File: src/hw/rtl/hrhp_pkg.sv
`timescale 1ns / 1ps
`default_nettype none

package hrhp_pkg;

    // Parser phases
    typedef enum logic [3:0] {
        PH_START,
        PH_KEYWORD,
        PH_METHOD_SEP,
        PH_SP1,
        PH_PATH,
        PH_SP2,
        PH_HTTP,
        PH_MAJOR,
        PH_MINOR,
        PH_LINE_END,
        PH_HDR_START,
        PH_NAME,
        PH_COLON_SP,
        PH_VALUE,
        PH_VALUE_END
    } phase_t;

    typedef enum logic [1:0] {
        ST_BUSY    = 2'd0,
        ST_ACCEPT  = 2'd1,
        ST_REJECT  = 2'd2,
        ST_IGNORED = 2'd3
    } status_t;

    typedef enum logic [1:0] {
        CLS_OTHER = 2'd0,
        CLS_PATH  = 2'd1,
        CLS_NAME  = 2'd2,
        CLS_VALUE = 2'd3
    } byte_class_t;

    // Configuration register indexes
    localparam logic [1:0] CFG_MAX_SPACE_RUN    = 2'd0;
    localparam logic [1:0] CFG_MAX_NAME_LENGTH  = 2'd1;
    localparam logic [1:0] CFG_MAX_VALUE_LENGTH = 2'd2;
    localparam int         CFG_INDEX_WIDTH      = 2;

    localparam int DEFAULT_LIMIT = 1024;

    // Character codes
    localparam logic [7:0] CH_NUL   = 8'h00;
    localparam logic [7:0] CH_LF    = 8'h0A;
    localparam logic [7:0] CH_CR    = 8'h0D;
    localparam logic [7:0] CH_SPACE = 8'h20;
    localparam logic [7:0] CH_DOT   = 8'h2E;
    localparam logic [7:0] CH_SLASH = 8'h2F;
    localparam logic [7:0] CH_DIG0  = 8'h30;
    localparam logic [7:0] CH_DIG9  = 8'h39;
    localparam logic [7:0] CH_COLON = 8'h3A;
    localparam logic [7:0] CH_G     = 8'h47;
    localparam logic [7:0] CH_P     = 8'h50;

    localparam logic [0:0] METHOD_GET  = 1'b0;
    localparam logic [0:0] METHOD_POST = 1'b1;

    localparam logic [2:0] PROTO_LEN  = 3'd5;
    localparam logic [3:0] MAX_DIGITS = 4'd11;
    localparam logic [7:0] HDR_MAX    = 8'hFF;

    localparam logic signed [15:0] BACK_MAX = 16'sh7FFF;
    localparam logic signed [15:0] BACK_MIN = 16'sh8000;

    typedef struct packed {
        logic [15:0]        prev;
        logic signed [15:0] back;
    } path_t;

    // Keyword length: GET is 3 letters, POST is 4
    function automatic logic [2:0] kw_len(input logic method);
        return (method == METHOD_POST) ? 3'd4 : 3'd3;
    endfunction

    function automatic logic [7:0] kw_char(input logic method, input logic [2:0] idx);
        logic [7:0] c;
        c = 8'h00;
        if (method == METHOD_POST) begin
            unique case (idx)
                3'd0:    c = 8'h50; // P
                3'd1:    c = 8'h4F; // O
                3'd2:    c = 8'h53; // S
                3'd3:    c = 8'h54; // T
                default: c = 8'h00;
            endcase
        end else begin
            unique case (idx)
                3'd0:    c = 8'h47; // G
                3'd1:    c = 8'h45; // E
                3'd2:    c = 8'h54; // T
                default: c = 8'h00;
            endcase
        end
        return c;
    endfunction

    function automatic logic [7:0] proto_char(input logic [2:0] idx);
        logic [7:0] c;
        unique case (idx)
            3'd0:    c = 8'h48; // H
            3'd1:    c = 8'h54; // T
            3'd2:    c = 8'h54; // T
            3'd3:    c = 8'h50; // P
            3'd4:    c = 8'h2F; // /
            default: c = 8'h00;
        endcase
        return c;
    endfunction

    // Track the last two path bytes and the climb count at each slash
    function automatic path_t path_step(input logic [15:0] prev,
                                        input logic signed [15:0] back,
                                        input logic [7:0] b);
        path_t      r;
        logic [7:0] c0;
        logic [7:0] c1;
        c0     = prev[7:0];
        c1     = prev[15:8];
        r.back = back;
        if (b == CH_SLASH) begin
            if (c0 == CH_DOT && c1 == CH_DOT) begin
                if (back != BACK_MAX) r.back = back + 16'sd1;
            end else if (c0 == CH_DOT && c1 != CH_SLASH) begin
                if (back != BACK_MIN) r.back = back - 16'sd1;
            end
        end
        r.prev = {c0, b};
        return r;
    endfunction

endpackage

`default_nettype wire

File: src/hw/rtl/hrhp_dec_digit.sv
`timescale 1ns / 1ps
`default_nettype none

// Saturating decimal shift-in: acc * 10 + digit, clamped to all ones.
module hrhp_dec_digit #(
    parameter int VERSION_WIDTH = 16
) (
    input  wire logic [VERSION_WIDTH-1:0] acc_in,
    input  wire logic [3:0]               digit,
    output logic      [VERSION_WIDTH-1:0] acc_out
);

    localparam int WIDE = VERSION_WIDTH + 4;

    logic [WIDE-1:0] wide_acc;
    logic [WIDE-1:0] sum;

    assign wide_acc = {4'b0000, acc_in};
    assign sum      = (wide_acc << 3) + (wide_acc << 1) + {{(WIDE-4){1'b0}}, digit};
    assign acc_out  = (sum[WIDE-1:VERSION_WIDTH] != 4'b0000) ? {VERSION_WIDTH{1'b1}}
                                                              : sum[VERSION_WIDTH-1:0];

endmodule

`default_nettype wire

File: src/hw/rtl/http_request_header_parser.sv
`timescale 1ns / 1ps
`default_nettype none

// Channel   Dir  Handshake          Word
// s_        in   s_valid / s_ready  data_byte, last_byte
// m_        out  m_valid / m_ready  status, byte_class, echo_byte, method,
//                                   proto_major, proto_minor, header_count
// cfg_      in   cfg_we             cfg_addr, cfg_wdata (no read-back)
//
// One byte per cycle sustained while m_ready stays high; each word gives exactly one result word.
// Each byte passes an input register, then the parse step into the
// result register. The parse step is one pass through the phase logic.
// Reset (aresetn low, synchronous) empties both registers and returns the
// parser to the start of a request line with limits at their defaults.
// A stalled result holds in the output register while the input register
// still takes one more word.

module http_request_header_parser
    import hrhp_pkg::*;
#(
    parameter int VERSION_WIDTH = 16,
    parameter int LENGTH_WIDTH  = 12
) (
    input  wire logic                       aclk,
    input  wire logic                       aresetn,

    input  wire logic                       cfg_we,
    input  wire logic [CFG_INDEX_WIDTH-1:0] cfg_addr,
    input  wire logic [LENGTH_WIDTH-1:0]    cfg_wdata,

    input  wire logic                       s_valid,
    output logic                            s_ready,
    input  wire logic [7:0]                 s_data_byte,
    input  wire logic                       s_last_byte,

    output logic                            m_valid,
    input  wire logic                       m_ready,
    output logic [1:0]                      m_status,
    output logic [1:0]                      m_byte_class,
    output logic [7:0]                      m_echo_byte,
    output logic                            m_method,
    output logic [VERSION_WIDTH-1:0]        m_proto_major,
    output logic [VERSION_WIDTH-1:0]        m_proto_minor,
    output logic [7:0]                      m_header_count
);

    localparam logic [LENGTH_WIDTH-1:0] LIMIT_RESET = LENGTH_WIDTH'(DEFAULT_LIMIT);
    localparam logic [LENGTH_WIDTH-1:0] LEN_ZERO    = '0;
    localparam logic [LENGTH_WIDTH-1:0] LEN_ONE     = LENGTH_WIDTH'(1);

    // ---------------------------------------------------------------
    // Configuration registers
    // ---------------------------------------------------------------
    logic [LENGTH_WIDTH-1:0] max_space_run_reg;
    logic [LENGTH_WIDTH-1:0] max_name_length_reg;
    logic [LENGTH_WIDTH-1:0] max_value_length_reg;

    always_ff @(posedge aclk) begin
        if (!aresetn) begin
            max_space_run_reg    <= LIMIT_RESET;
            max_name_length_reg  <= LIMIT_RESET;
            max_value_length_reg <= LIMIT_RESET;
        end else if (cfg_we) begin
            unique case (cfg_addr)
                CFG_MAX_SPACE_RUN:    max_space_run_reg    <= cfg_wdata;
                CFG_MAX_NAME_LENGTH:  max_name_length_reg  <= cfg_wdata;
                CFG_MAX_VALUE_LENGTH: max_value_length_reg <= cfg_wdata;
                default: ;  // unmapped index: drop the write
            endcase
        end
    end

    // ---------------------------------------------------------------
    // Input register and result register handshake
    // ---------------------------------------------------------------
    logic       in_valid_reg;
    logic [7:0] in_byte_reg;
    logic       in_last_reg;
    logic       out_valid_reg;
    logic       advance;   // result register can take a word this cycle
    logic       fire;      // input word moves through the parse step

    assign advance = !out_valid_reg || m_ready;
    assign fire    = in_valid_reg && advance;
    assign s_ready = !in_valid_reg || advance;
    assign m_valid = out_valid_reg;

    always_ff @(posedge aclk) begin
        if (!aresetn) begin
            in_valid_reg  <= 1'b0;
            out_valid_reg <= 1'b0;
        end else begin
            if (s_valid && s_ready) begin
                in_valid_reg <= 1'b1;
            end else if (fire) begin
                in_valid_reg <= 1'b0;
            end
            if (fire) begin
                out_valid_reg <= 1'b1;
            end else if (m_ready) begin
                out_valid_reg <= 1'b0;
            end
        end
    end

    always_ff @(posedge aclk) begin
        if (s_valid && s_ready) begin
            in_byte_reg <= s_data_byte;
            in_last_reg <= s_last_byte;
        end
    end

    // ---------------------------------------------------------------
    // Parser state
    // ---------------------------------------------------------------
    phase_t                  phase_reg,    phase_next;
    logic                    method_reg,   method_next;
    logic [2:0]              keyword_reg,  keyword_next;
    logic [LENGTH_WIDTH-1:0] run_reg,      run_next;
    logic [3:0]              digits_reg,   digits_next;
    logic [15:0]             prev_reg,     prev_next;
    logic signed [15:0]      back_reg,     back_next;
    logic [VERSION_WIDTH-1:0] major_reg,   major_next;
    logic [VERSION_WIDTH-1:0] minor_reg,   minor_next;
    logic [7:0]              headers_reg,  headers_next;
    logic                    finished_reg, finished_next;

    always_ff @(posedge aclk) begin
        if (!aresetn) begin
            phase_reg    <= PH_START;
            method_reg   <= METHOD_GET;
            keyword_reg  <= '0;
            run_reg      <= '0;
            digits_reg   <= '0;
            prev_reg     <= '0;
            back_reg     <= '0;
            major_reg    <= '0;
            minor_reg    <= '0;
            headers_reg  <= '0;
            finished_reg <= 1'b0;
        end else if (fire) begin
            phase_reg    <= phase_next;
            method_reg   <= method_next;
            keyword_reg  <= keyword_next;
            run_reg      <= run_next;
            digits_reg   <= digits_next;
            prev_reg     <= prev_next;
            back_reg     <= back_next;
            major_reg    <= major_next;
            minor_reg    <= minor_next;
            headers_reg  <= headers_next;
            finished_reg <= finished_next;
        end
    end

    // ---------------------------------------------------------------
    // Parse step
    // ---------------------------------------------------------------
    logic [7:0]               b;
    logic                     is_digit;
    logic                     digits_full;
    logic [VERSION_WIDTH-1:0] major_shifted;
    logic [VERSION_WIDTH-1:0] minor_shifted;
    path_t                    path_cont;   // path byte in the middle of a path
    path_t                    path_first;  // opening slash, tracker cleared

    assign b           = in_byte_reg;
    assign is_digit    = (b >= CH_DIG0) && (b <= CH_DIG9);
    assign digits_full = (digits_reg >= MAX_DIGITS);
    assign path_cont   = path_step(prev_reg, back_reg, b);
    assign path_first  = path_step(16'h0000, 16'sd0, b);

    hrhp_dec_digit #(.VERSION_WIDTH(VERSION_WIDTH)) u_major_digit (
        .acc_in  (major_reg),
        .digit   (b[3:0]),
        .acc_out (major_shifted)
    );

    hrhp_dec_digit #(.VERSION_WIDTH(VERSION_WIDTH)) u_minor_digit (
        .acc_in  (minor_reg),
        .digit   (b[3:0]),
        .acc_out (minor_shifted)
    );

    status_t     status;
    byte_class_t byte_class;
    logic        reject;
    logic        accept;

    always_comb begin
        phase_next    = phase_reg;
        method_next   = method_reg;
        keyword_next  = keyword_reg;
        run_next      = run_reg;
        digits_next   = digits_reg;
        prev_next     = prev_reg;
        back_next     = back_reg;
        major_next    = major_reg;
        minor_next    = minor_reg;
        headers_next  = headers_reg;
        finished_next = finished_reg;
        byte_class    = CLS_OTHER;
        reject        = 1'b0;
        accept        = 1'b0;
        status        = ST_IGNORED;

        if (!finished_reg) begin
            if (b == CH_NUL) begin
                reject = 1'b1;  // end of text
            end else begin
                unique case (phase_reg)
                    PH_START: begin
                        if (b == CH_G) begin
                            method_next  = METHOD_GET;
                            keyword_next = 3'd1;
                            phase_next   = PH_KEYWORD;
                        end else if (b == CH_P) begin
                            method_next  = METHOD_POST;
                            keyword_next = 3'd1;
                            phase_next   = PH_KEYWORD;
                        end else begin
                            reject = 1'b1;
                        end
                    end
                    PH_KEYWORD: begin
                        if (keyword_reg >= kw_len(method_reg) ||
                            b != kw_char(method_reg, keyword_reg)) begin
                            reject = 1'b1;
                        end else begin
                            keyword_next = keyword_reg + 3'd1;
                            if (keyword_reg + 3'd1 >= kw_len(method_reg)) begin
                                phase_next = PH_METHOD_SEP;
                            end
                        end
                    end
                    PH_METHOD_SEP: begin
                        if (b != CH_SPACE) begin
                            reject = 1'b1;
                        end else begin
                            run_next   = LEN_ZERO;
                            phase_next = PH_SP1;
                        end
                    end
                    PH_SP1: begin
                        if (b == CH_SPACE) begin
                            if (run_reg >= max_space_run_reg) reject = 1'b1;
                            else run_next = run_reg + LEN_ONE;
                        end else if (b != CH_SLASH) begin
                            reject = 1'b1;
                        end else begin
                            prev_next  = path_first.prev;
                            back_next  = path_first.back;
                            phase_next = PH_PATH;
                            byte_class = CLS_PATH;
                        end
                    end
                    PH_PATH: begin
                        if (b == CH_SPACE) begin
                            if (back_reg > 16'sd0) begin
                                reject = 1'b1;  // path climbs above root
                            end else begin
                                run_next   = LEN_ZERO;
                                phase_next = PH_SP2;
                            end
                        end else begin
                            prev_next  = path_cont.prev;
                            back_next  = path_cont.back;
                            byte_class = CLS_PATH;
                        end
                    end
                    PH_SP2: begin
                        if (b == CH_SPACE) begin
                            if (run_reg >= max_space_run_reg) reject = 1'b1;
                            else run_next = run_reg + LEN_ONE;
                        end else if (b != proto_char(3'd0)) begin
                            reject = 1'b1;
                        end else begin
                            // first letter of the protocol tag
                            keyword_next = 3'd1;
                            phase_next   = PH_HTTP;
                        end
                    end
                    PH_HTTP: begin
                        if (keyword_reg >= PROTO_LEN || b != proto_char(keyword_reg)) begin
                            reject = 1'b1;
                        end else begin
                            keyword_next = keyword_reg + 3'd1;
                            if (keyword_reg + 3'd1 >= PROTO_LEN) begin
                                phase_next  = PH_MAJOR;
                                digits_next = '0;
                            end
                        end
                    end
                    PH_MAJOR: begin
                        if (b == CH_DOT) begin
                            phase_next  = PH_MINOR;
                            digits_next = '0;
                        end else if (!is_digit || digits_full) begin
                            reject = 1'b1;
                        end else begin
                            digits_next = digits_reg + 4'd1;
                            major_next  = major_shifted;
                        end
                    end
                    PH_MINOR: begin
                        if (b == CH_SPACE || b == CH_CR || b == CH_LF) begin
                            phase_next = PH_LINE_END;
                            run_next   = LEN_ZERO;
                        end else if (!is_digit || digits_full) begin
                            reject = 1'b1;
                        end else begin
                            digits_next = digits_reg + 4'd1;
                            minor_next  = minor_shifted;
                        end
                    end
                    PH_LINE_END: begin
                        if (b == CH_SPACE || b == CH_CR) begin
                            if (run_reg >= max_space_run_reg) reject = 1'b1;
                            else run_next = run_reg + LEN_ONE;
                        end else if (b == CH_LF) begin
                            phase_next = PH_HDR_START;
                        end else begin
                            reject = 1'b1;
                        end
                    end
                    PH_HDR_START: begin
                        if (b == CH_CR || b == CH_LF) begin
                            accept = 1'b1;  // blank line ends the header block
                        end else if (b == CH_COLON) begin
                            if (headers_reg != HDR_MAX) headers_next = headers_reg + 8'd1;
                            run_next   = LEN_ZERO;
                            phase_next = PH_COLON_SP;
                        end else if (max_name_length_reg == LEN_ZERO) begin
                            reject = 1'b1;
                        end else begin
                            run_next   = LEN_ONE;
                            phase_next = PH_NAME;
                            byte_class = CLS_NAME;
                        end
                    end
                    PH_NAME: begin
                        if (b == CH_COLON) begin
                            if (headers_reg != HDR_MAX) headers_next = headers_reg + 8'd1;
                            run_next   = LEN_ZERO;
                            phase_next = PH_COLON_SP;
                        end else if (run_reg >= max_name_length_reg) begin
                            reject = 1'b1;
                        end else begin
                            run_next   = run_reg + LEN_ONE;
                            byte_class = CLS_NAME;
                        end
                    end
                    PH_COLON_SP: begin
                        if (b == CH_SPACE) begin
                            if (run_reg >= max_space_run_reg) reject = 1'b1;
                            else run_next = run_reg + LEN_ONE;
                        end else if (b == CH_CR || b == CH_LF) begin
                            run_next   = LEN_ZERO;
                            phase_next = PH_VALUE_END;
                        end else if (max_value_length_reg == LEN_ZERO) begin
                            reject = 1'b1;
                        end else begin
                            run_next   = LEN_ONE;
                            phase_next = PH_VALUE;
                            byte_class = CLS_VALUE;
                        end
                    end
                    PH_VALUE: begin
                        if (b == CH_CR || b == CH_LF) begin
                            run_next   = LEN_ZERO;
                            phase_next = PH_VALUE_END;
                        end else if (run_reg >= max_value_length_reg) begin
                            reject = 1'b1;
                        end else begin
                            run_next   = run_reg + LEN_ONE;
                            byte_class = CLS_VALUE;
                        end
                    end
                    PH_VALUE_END: begin
                        if (b == CH_CR) begin
                            if (run_reg >= max_space_run_reg) reject = 1'b1;
                            else run_next = run_reg + LEN_ONE;
                        end else if (b == CH_LF) begin
                            phase_next = PH_HDR_START;
                        end else begin
                            reject = 1'b1;
                        end
                    end
                    default: reject = 1'b1;
                endcase
            end

            // A rejecting byte leaves the parse state as it was
            if (reject) begin
                phase_next   = phase_reg;
                method_next  = method_reg;
                keyword_next = keyword_reg;
                run_next     = run_reg;
                digits_next  = digits_reg;
                prev_next    = prev_reg;
                back_next    = back_reg;
                major_next   = major_reg;
                minor_next   = minor_reg;
                headers_next = headers_reg;
            end

            priority if (reject) begin
                status = ST_REJECT;
            end else if (accept) begin
                status = ST_ACCEPT;
            end else if (in_last_reg) begin
                status = ST_REJECT;  // buffer ran out mid-request
            end else begin
                status = ST_BUSY;
            end

            if (status != ST_BUSY) begin
                finished_next = 1'b1;
                byte_class    = CLS_OTHER;
            end
        end
    end

    // ---------------------------------------------------------------
    // Result register
    // ---------------------------------------------------------------
    always_ff @(posedge aclk) begin
        if (fire) begin
            m_status       <= status;
            m_byte_class   <= byte_class;
            m_echo_byte    <= b;
            m_method       <= method_next;
            m_proto_major  <= major_next;
            m_proto_minor  <= minor_next;
            m_header_count <= headers_next;
        end
    end

endmodule

`default_nettype wire

File: config.mk
export PLATFORM = sky130hd
export DESIGN_NAME = http_request_header_parser
export DESIGN_NICKNAME = d
export VERILOG_FILES = /design/src/hw/rtl/hrhp_pkg.sv /design/src/hw/rtl/hrhp_dec_digit.sv /design/src/hw/rtl/http_request_header_parser.sv
export SDC_FILE = /design/constraint.sdc
export NUM_CORES = 1
export LEC_CHECK = 0
export ABC_AREA = 1
export BUFFER_PORTS_ARGS = -buffer_cell sky130_fd_sc_hd__buf_2
export CELL_PAD_IN_SITES_DETAIL_PLACEMENT = 1
export CELL_PAD_IN_SITES_GLOBAL_PLACEMENT = 2
export CORE_AREA = 2 2 136 271
export CTS_BUF_LIST = sky130_fd_sc_hd__clkbuf_8
export CTS_CLUSTER_DIAMETER = 150
export DETAILED_ROUTE_END_ITERATION = 6
export DIE_AREA = 0 0 138 273
export PLACE_DENSITY = 0.92
export SLEW_MARGIN = 20
export SYNTH_ARGS = -nofsm -noshare
export SYNTH_HDL_FRONTEND = slang
export SYNTH_SLANG_ARGS = --single-unit
File: constraint.sdc
create_clock -name aclk -period 5.1 [get_ports aclk]
set_input_delay 0.51 -clock aclk [delete_from_list [all_inputs] [get_ports aclk]]
set_output_delay 0.51 -clock aclk [all_outputs]
set_load 0.02 [all_outputs]
==> reports/qor.yml, run 1 <==
outcome:
  status: "completed"
yosys:
  avgSynthCellArea_sq_um: 7.08
  synth.top_cell.area_share_pct: 19.7
  synth_xor_area_share_pct: 2.87
  ys_types: 47
  ys_async_sr_fraction_pct: 0
  synthFlopType: "dfxtp_1"
  yosysWarningCount: 0
  synth-simple-area-share_pct: 25.9
  synthMuxAreaShare_pct: 0
  syn-cell-area_sq_mm: 0.0137
  seq_area_frac_synth_pct: 33.2
  yosysTopAreaCell: "dfxtp_1"
  synth_area_leaders: "dfxtp_1 (20%), edfxtp_1 (14%), ha_1 (12%), nand2_1 (11%), inv_1 (7.1%)"
  synth_cells: 1941
  ys_ff_latch: 197
  yosys.area_share.adder_pct: 12.3
  synth_top_family_by_area: "simple AND/OR/NAND/NOR gates"
  syn_nets: 2101
  synth-edff-count: 62
  synth_compound_area_share_pct: 16.4
place:
  placed_area_sq_mm: 0.0146
  routabilityCongestion: 0.897
  portBuffers: 82
  hpwl_um: 35300
grt:
  grt_overflow: 0
  grt_max_degree: 68
  antenna_found_initial: 1
  grt.total_usage_pct: 23.6
  grt_pass1_vias: 14304
  grt_first_pass_wirelength_um: 71600
worst_setup_path:
  worstSetupEndpointType: "register"
  cp.required_ns: 5.40
  worstPathArrival_ns: 3.98
  critPathLaunchType: "register"
  critPathKind: "register to register"
  critPathMaxFanout: 15
timing:
  finalMaxSlewViolations: 0
  max_slew_margin_pct: 40.4
  fin_crit_ns: 3.68
  worst_pin_slew_ns: 0.891
  max_freq_mhz: 272
  rsz0062_at_grt: "no"
  tns_ns: 0
  final-setup-viol-count: 0
  fin_skew_ns: 0.0216
  hold_viol: 0
  fin_crit_sh_pct: 72.2
power_and_ir_drop:
  powerDensity_mw_per_mm2: 224
  p_comb_share_pct: 16.8
  power.internal_w: 0.00227
  pwr-share-clk_pct: 31.0
  p_sw_share_pct: 32.2
  p_sw_w: 0.00108
  seq_power_share_pct: 52.2
  p_leak_nw: 7.15
  ir_drop_uv: 170
clock_tree:
  cts_inserted_buffers: 17
  clk_pin_slew_ns: 0.11
  cts_sinks: 197
  cts_hold_buf: 0
  ctsResizeCount: 0
  ctsLongestPathBuffers: 2
  h-tree-depth: 4
  cts_root_buf: "clkbuf_8"
  cts_tree: "built"
  cts_setup_buffers: 0
  clock_latency_ns: 0.53
die:
  ioPinCount: 83
  num_rows: 98
  dieArea_sq_mm: 0.0377
  core_area_sq_mm: 0.0356
  initial_core_util_pct: 38.7
  die_h_um: 273
  die_x_um: 138
layout:
  final_cell_mix: "nand2_1 (410), inv_1 (259), a21oi_1 (190)"
  fin_area_sq_mm: 0.0149
  fin_nets: 2160
  drive_above_1_share_pct: 8.49
  synthToLayoutAreaGrowth_pct: 8.62
  final_common_cell: "nand2_1"
route:
  routed_wl_um: 44500
  drcViolationCount: 0
  via_per_inst: 5.39
  ant_nets: 0
  drt-initial-drc-count: 462
  dr.pass1.iters: 5
  avgRoutedWirePerCell_um: 18.1
  vias: 13286
job:
  cap_violations: 0
worst_hold_path:
  hp-class: "input port to register"
-- power groups by stage --
stage | sequential, W | combinational, W | clock [W]
after CTS | 0.00175 | 0.000568 | 0.00107
after global routing | 0.00176 | 0.000638 | 0.00113
final | 0.00175 | 0.000561 | 0.00104
after detailed placement | 0.00178 | 0.000566 | 0
after global placement | 0.00178 | 0.000545 | 0
after floorplan | 0.00179 | 0.000368 | 0
-- per-stage QoR --
| stage | hold slack (ns) | utilization [%] | std cells | setup slack (ns) | power (W) |
|---|---|---|---|---|---|
| global route | 0.125 | 42.0 | 2464 | 1.03 | 0.00352 |
| floorplan | 0.422 | - | 1941 | 1.93 | 0.00216 |
| finish | 0.151 | 42.0 | 2464 | 1.42 | 0.00334 |
| detailed placement | 0.445 | 40.9 | 2431 | 1.41 | 0.00235 |
| CTS | 0.120 | 42.0 | 2463 | 1.40 | 0.00339 |
| global placement | 0.435 | 40.9 | 2431 | 1.48 | 0.00233 |
-- Yosys cell counts (all sizes together) (19+ instances only) --
cell type / n
nand2: 417
inv: 268
nor2: 193
a21oi: 190
o21ai: 184
dfxtp: 135
ha: 127
nand3: 112
edfxtp: 62
nand4: 56
clkbuf: 40
nor3: 27
xor2: 26
xnor2: 19
-- path summary, 6_finish.rpt --
kind / start / endpoint / slack, ns / cells after the start
max: b[3]$_DFFE_PP_ / m_proto_major[5]$_DFFE_PP_ / 1.42 / 16
min: s_data_byte[7] / b[7]$_DFFE_PP_ / 0.15 / 1
max reg2reg: b[3]$_DFFE_PP_ / m_proto_major[5]$_DFFE_PP_ / 1.42 / 16
min reg2reg: digits_reg[3]$_SDFFE_PN0P_ / digits_reg[3]$_SDFFE_PN0P_ / 0.45 / 2
-- cell type report --
cell class | instances | area [sq um]
inverter | 270 | 1020
antenna | 1 | 2.50
multi-input combinational | 1419 | 7900
fill | 4594 | 20600
tap | 450 | 563
clock buffer | 17 | 234
clock inverter | 15 | 143
timing repair buffer | 95 | 508
sequential | 197 | 4560
-- worst max-delay path, stage by stage, from the launching register on --
cell	delay (ns)
edfxtp_1	0.62
fa_1	0.50
ha_1	0.35
a21oi_1	0.25
nand2_1	0.15
nand2_1	0.09
nand2_1	0.13
nand3_1	0.14
nand2_1	0.07
nand2_1	0.07
nand2_1	0.05
nor2_1	0.09
nand2_1	0.42
nor2_1	0.25
nand4_1	0.12
nand2_1	0.12
inv_1	0.05
-- metal layers --
metal  vias up  global-route usage (%)  share of wire, %
li1       6589                       -                 -
met1      6413                    21.7                35
met2       185                    49.6                58
met3        99                    2.49               1.7
met4         0                    12.3               5.0
met5         -                       0                 0
-- cell families (layout without fill, tap and decap cells) --
logic type               after synthesis  in the layout
AND/OR/NAND/NOR                      821            821
AO/OA/AOI/OAI                        421            421
buffers and inverters                325            397
flip-flops                           197            197
adder cells (fa/ha/maj)              132            132
XOR/XNOR                              45             45
other                                  0              1
Power figures use the tool's default switching activity.
==> run 2, diff against run 1 <==
--- a/config.mk
+++ b/config.mk
@@ -9,12 +9,12 @@
 export BUFFER_PORTS_ARGS = -buffer_cell sky130_fd_sc_hd__buf_2
 export CELL_PAD_IN_SITES_DETAIL_PLACEMENT = 1
 export CELL_PAD_IN_SITES_GLOBAL_PLACEMENT = 2
-export CORE_AREA = 2 2 136 271
+export CORE_AREA = 2 2 140 278
 export CTS_BUF_LIST = sky130_fd_sc_hd__clkbuf_8
 export CTS_CLUSTER_DIAMETER = 150
 export DETAILED_ROUTE_END_ITERATION = 6
-export DIE_AREA = 0 0 138 273
-export PLACE_DENSITY = 0.92
+export DIE_AREA = 0 0 142 280
+export PLACE_DENSITY = 0.88
 export SLEW_MARGIN = 20
 export SYNTH_ARGS = -nofsm -noshare
 export SYNTH_HDL_FRONTEND = slang
==> constraint.sdc (replaced) <==
create_clock -name aclk -period 3.5 [get_ports aclk]
set_input_delay 0.35 -clock aclk [delete_from_list [all_inputs] [get_ports aclk]]
set_output_delay 0.35 -clock aclk [all_outputs]
set_load 0.02 [all_outputs]
==> reports/qor.yml, run 2 (synthesis results as in run 1) <==
outcome:
  status: "completed"
worst_hold_path:
  min-delay-start: "s_data_byte[2]"
  hp-class: "input port to register"
route:
  vias: 13515  # +1.7%
  dr.pass1.iters: 4  # -1
  routed_wl_um: 45600  # +2.5%
  drt-initial-drc-count: 448  # -3.0%
  drcViolationCount: 0  # unchanged
  via_per_inst: 5.38  # -0.14%
  ant_nets: 0  # unchanged
  avgRoutedWirePerCell_um: 18.2  # +0.65%
worst_setup_path:
  timing.rr.start: "b[2]$_DFFE_PP_"
  critPathMaxFanout: 7  # -8
  critical_path.top_delay_family: "simple AND/OR/NAND/NOR gates"
  worstPathCellList: "buf_4 -> ha_1 -> ha_1 -> fa_2 -> nand3_1 -> nand2_2 -> nand3_1 -> nand2_1 -> nand2_1 -> nand2_1 -> nand2_1 -> nand2_1 -> nor2_1 -> nand2_1 -> buf_4 -> nor2_1 -> nand4_1 -> nand2_1 -> inv_1"
  crit_top_cell: "nand2_1"
  critPathBufInv: 3  # +2
  crit_slowest_cell: "edfxtp_1"
  critPathLaunchType: "register"
  critPathKind: "register to register"
  slowest_delay_ns: 0.41  # -0.21 ns
  cp.required_ns: 3.78  # -1.62 ns
  crit_start: "b[2]$_DFFE_PP_"
  worstSetupEndpointType: "register"
  worstPathArrival_ns: 3.54  # -0.44 ns
timing:
  max_freq_mhz: 307  # +13%
  max_slew_margin_pct: 31.9  # -8.5 points
  worst_pin_slew_ns: 1.02  # +0.125 ns
  fin_skew_ns: 0.0201  # -0.00157 ns
  whs_ns: 0.0364  # -0.115 ns
  final-setup-viol-count: 0  # unchanged
  hold_viol: 0  # unchanged
  finalMaxSlewViolations: 0  # unchanged
  fin_crit_sh_pct: 93.1  # +21 points
  fin_crit_ns: 3.26  # -0.425 ns
clock_tree:
  h-tree-depth: 4  # unchanged
  cts_root_buf: "clkbuf_8"
  cts_tree: "built"
  clock_latency_ns: 0.52  # about the same
  clk_pin_slew_ns: 0.12  # about the same
  cts_sinks: 197  # unchanged
  ctsLongestPathBuffers: 2  # unchanged
  cts_setup_buffers: 0  # unchanged
  cts_inserted_buffers: 17  # unchanged
layout:
  fin_area_sq_mm: 0.0153  # +2.3%
  final_cell_mix: "nand2_1 (407), inv_1 (259), a21oi_1 (190)"
  synthToLayoutAreaGrowth_pct: 11.1
  drive_above_1_share_pct: 9.97  # +1.5 points
  fin_nets: 2193  # +1.5%
  final_common_cell: "nand2_1"
place:
  portBuffers: 82  # unchanged
  hpwl_um: 36100  # +2.2%
  placed_area_sq_mm: 0.0148  # +1.6%
  routabilityCongestion: 0.900  # +0.25%
job:
  cap_violations: 0  # unchanged
die:
  ioPinCount: 83  # unchanged
  num_rows: 101  # +3.1%
  initial_core_util_pct: 36.4  # -2.3 points
  die_h_um: 280  # +2.6%
  dieArea_sq_mm: 0.0398  # +5.5%
  core_area_sq_mm: 0.0378  # +6.3%
  die_x_um: 142  # +2.9%
power_and_ir_drop:
  ir_drop_uv: 257  # +52%
  powerDensity_mw_per_mm2: 329  # +47%
  p_leak_nw: 7.32  # +2.4%
grt:
  grt_max_degree: 92  # +35%
  antenna_found_initial: 1  # unchanged
  grt.total_usage_pct: 23.5  # -0.17 points
  grt_first_pass_wirelength_um: 73400  # +2.6%
  grt_pass1_vias: 14569  # +1.9%
  grt_overflow: 0  # unchanged
run 2: timing repair:
action | 4_1_cts | 5_1_grt
setup endpoints to repair | 0 | 33
hold buffers | 6 | 0
endpoints found under the hold margin | 6 | 0
resized for setup | 0 | 7
run 2: metrics by stage:
step / std cells / power, W / TNS (ns) / setup slack, ns / util [%]
detailed placement: 2471 / 0.00345 / 0 / 0.139 / 39.1
global placement: 2471 / 0.00342 / 0 / 0.208 / 39.1
CTS: 2509 / 0.00507 / 0 / 0.164 / 40.4
global route: 2510 / 0.00527 / -0.00742 / -0.00742 / 40.4
finish: 2510 / 0.00502 / 0 / 0.242 / 40.4
floorplan: 1941 / 0.00314 / 0 / 0.377 / -
run 2: routing by layer:
layer / vias up / GRT usage (%) / part of all wire [%]
met1: 6497 / 20.6 / 34
met4: 0 / 13.6 / 5.8
met5: - / 0 / 0
li1: 6648 / - / -
met3: 127 / 2.53 / 1.8
met2: 243 / 49.0 / 59
run 2: worst paths after layout:
check / slack, ns / end / depth (start not counted)
max: 0.24 / m_proto_major[7]$_DFFE_PP_ / 19
min: 0.04 / b[2]$_DFFE_PP_ / 1
max reg2reg: 0.24 / m_proto_major[7]$_DFFE_PP_ / 19
min reg2reg: 0.45 / digits_reg[3]$_SDFFE_PN0P_ / 2
run 2: report_power, final:
part | internal, W | leakage, nW | switching [W]
combinational | 0.000282 | 5.42 | 0.000591
sequential | 0.00246 | 1.69 | 0.0000743
clock | 0.000657 | 0.211 | 0.000956
total | 0.00340 | 7.32 | 0.00162
run 2: layout make-up:
class                      count  area (sq um)
antenna                        1          2.50
clock buffer                  17           234
clock inverter                15           171
fill                        4885         22500
inverter                     270          1020
multi-input combinational   1419          7920
sequential                   197          4560
tap                          463           579
timing repair buffer         128           783
==> run 3, diff against run 2 <==
==> constraint.sdc (replaced) <==
create_clock -name aclk -period 3.3 [get_ports aclk]
set_input_delay 0.33 -clock aclk [delete_from_list [all_inputs] [get_ports aclk]]
set_output_delay 0.33 -clock aclk [all_outputs]
set_load 0.02 [all_outputs]
==> reports/qor.yml, run 3 (synthesis results as in run 1) <==
route:
  drcViolationCount: 0  # unchanged
  avgRoutedWirePerCell_um: 18.3  # +0.46%
  dr.pass1.iters: 4  # unchanged
  routed_wl_um: 46000  # +0.94%
  vias: 13633  # +0.87%
  drt-initial-drc-count: 429  # -4.2%
  via_per_inst: 5.41  # +0.39%
  ant_nets: 0  # unchanged
worst_setup_path:
  crit_start: "b[3]$_DFFE_PP_"
  reg2regPathDepth: 18  # -1
  setup.worst_path.end: "m_proto_minor[15]$_DFFE_PP_"
  critPathLaunchType: "register"
  worst-r2r-setup-slack_ns: 0.20  # -0.04 ns
  critPathMaxFanout: 18  # +11
  worstPathArrival_ns: 3.40  # -0.14 ns
  timing.rr.start: "b[3]$_DFFE_PP_"
  worstSetupEndpointType: "register"
  cp.required_ns: 3.60  # -0.18 ns
  critPathKind: "register to register"
  regToRegEndpoint: "m_proto_minor[15]$_DFFE_PP_"
die:
  core_area_sq_mm: 0.0378  # unchanged
  ioPinCount: 83  # unchanged
  dieArea_sq_mm: 0.0398  # unchanged
  die_h_um: 280  # unchanged
  die_x_um: 142  # unchanged
  initial_core_util_pct: 36.4  # unchanged
  num_rows: 101  # unchanged
grt:
  antenna_found_initial: 1  # unchanged
  grt_first_pass_wirelength_um: 73300  # -0.11%
  grt_overflow: 0  # unchanged
  grt_pass1_vias: 14576  # +0.048%
  grt.total_usage_pct: 23.6  # +0.11 points
  grt_max_degree: 89  # -3.3%
place:
  place_inst: 2481  # +0.40%
  routabilityCongestion: 0.919  # +2.2%
  pre_cts_ws_ns: -0.0179  # -0.157 ns
  hpwl_um: 36300  # +0.65%
  portBuffers: 82  # unchanged
power_and_ir_drop:
  pwr-share-clk_pct: 31.6  # -0.5 points
  seq_power_share_pct: 50.7  # +0.2 points
  power.internal_w: 0.00355  # +4.5%
  p_sw_share_pct: 33.1  # +0.85 points
  ir_drop_uv: 266  # +3.6%
  p_sw_w: 0.00176  # +8.6%
  p_leak_nw: 7.39  # +0.89%
  p_comb_share_pct: 17.7  # +0.3 points
  powerDensity_mw_per_mm2: 344  # +4.7%
layout:
  seqCellArea_sq_mm: 0.00457  # about the same
  final_common_cell: "nand2_1"
  synthToLayoutAreaGrowth_pct: 12.3
  multi_input_area_sq_mm: 0.00796  # +0.49%
  drive_above_1_share_pct: 11.0  # +1.0 points
  fillers: 4865  # -0.41%
  stdcell_count: 2522  # +0.48%
  fin_nets: 2205  # +0.55%
  final_cell_mix: "nand2_1 (408), inv_1 (258), a21oi_1 (189)"
clock_tree:
  clock_latency_ns: 0.54  # +0.02 ns
  cts_root_buf: "clkbuf_8"
  cts_inserted_buffers: 17  # unchanged
  h-tree-depth: 4  # unchanged
  ctsLongestPathBuffers: 2  # unchanged
  cts_sinks: 197  # unchanged
  clk_pin_slew_ns: 0.11  # about the same
  cts_tree: "built"
timing:
  final-setup-viol-count: 0  # unchanged
  max_slew_margin_pct: 35.2  # +3.3 points
  fin_ws_ns: 0.203  # -0.0390 ns
  max_freq_mhz: 323  # +5.2%
  fin_skew_ns: 0.0228  # +0.00269 ns
  fin_crit_sh_pct: 93.9  # +0.76 points
  hold_viol: 0  # unchanged
  worst_pin_slew_ns: 0.972  # -0.0437 ns
  fin_crit_ns: 3.10  # -0.161 ns
  finalMaxSlewViolations: 0  # unchanged
worst_hold_path:
  hp-class: "input port to register"
job:
  cap_violations: 0  # unchanged
outcome:
  status: "completed"
## run 3: changes by cell type in the layout (fill, tap and decap cells not counted), sizes merged
cell / before / now
buf: 122 / 133
clkinv: 4 / 6
inv: 277 / 275
bufinv: 2 / 1
clkinvlp: 2 / 3
dlygate4sd3: 6 / 7
## run 3: area by class of cell
| type | instances | area share [%] |
|---|---|---|
| Inverter | 270 | 6.61 |
| Tap cell | 463 | 3.75 |
| Antenna cell | 1 | 0.0162 |
| Clock inverter | 15 | 1.09 |
| Clock buffer | 17 | 1.52 |
| Multi-Input combinational cell | 1419 | 51.5 |
| Sequential cell | 197 | 29.6 |
| Timing Repair Buffer | 140 | 5.91 |
## run 3: how the worst min path moves through the flow
| stage | startpoint | cells after the start | slack (ns) | end |
|---|---|---|---|---|
| floorplan | digits_reg[3]$_SDFFE_PN0P_ | 2 | 0.42 | digits_reg[3]$_SDFFE_PN0P_ |
| global placement | digits_reg[3]$_SDFFE_PN0P_ | 2 | 0.43 | digits_reg[3]$_SDFFE_PN0P_ |
| detailed placement | digits_reg[3]$_SDFFE_PN0P_ | 2 | 0.44 | digits_reg[3]$_SDFFE_PN0P_ |
| CTS | s_data_byte[2] | 1 | 0.005 | b[2]$_DFFE_PP_ |
| global route | s_data_byte[2] | 1 | 0.02 | b[2]$_DFFE_PP_ |
| finish | cfg_wdata[10] | 3 | 0.05 | max_value_length_reg[10]$_SDFFE_PN1P_ |
## run 3: per-layer routing
| layer | vias up | track usage [%] | part of all wire, % | wire length (um) |
|---|---|---|---|---|
| li1 | 6681 | - | - | - |
| met2 | 208 | 49.1 | 59 | 27200 |
| met4 | 0 | 13.9 | 5.5 | 2550 |
| met3 | 131 | 2.42 | 1.7 | 793 |
| met5 | - | 0 | 0 | 0 |
| met1 | 6613 | 20.8 | 34 | 15500 |
## run 3: through the flow
stage                     hold WS, ns  total power (W)  area [sq um]  TNS, ns  utilization [%]
after floorplan                 0.422          0.00333         13700        0                -
after global routing           0.0178          0.00558         15400  -0.0164             40.9
after detailed placement        0.442          0.00367         14900  -0.0522             39.4
final                          0.0495          0.00531         15400        0             40.9
after CTS                     0.00537          0.00537         15400        0             40.7
after global placement          0.434          0.00364         14900        0             39.4
## run 3: power groups by stage
stage          clock network, W  registers [W]  logic [W]
5_1_grt                 0.00182        0.00271    0.00106
4_1_cts                 0.00174        0.00269   0.000941
6_report                0.00168        0.00269   0.000942
3_5_place_dp                  0        0.00275   0.000924
2_1_floorplan                 0        0.00277   0.000568
3_3_place_gp                  0        0.00275   0.000894
## run 3: critical path, cell delays in order (launching register included)
cell and delay, ns:
edfxtp_1 0.49, buf_4 0.18, buf_4 0.17, inv_1 0.16, nand2_1 0.11, nor2_4 0.15
nand3_1 0.18, nand3_1 0.17, nand3_1 0.09, nor2_1 0.09, nand2_1 0.07, nor2_2 0.13
nand3_2 0.10, nor2_4 0.12, buf_12 0.18, buf_4 0.17, nand4_1 0.09, nand2_1 0.13
inv_1 0.05
## run 3: repair_timing
| item | CTS | global route |
|---|---|---|
| gates resized for setup | 1 | 18 |
| endpoints found under the setup margin | 4 | 64 |
| hold buffers | 7 | 0 |
| hold endpoints to repair | 7 | 0 |
| buffers inserted | 0 | 1 |
| pin swaps | 0 | 3 |
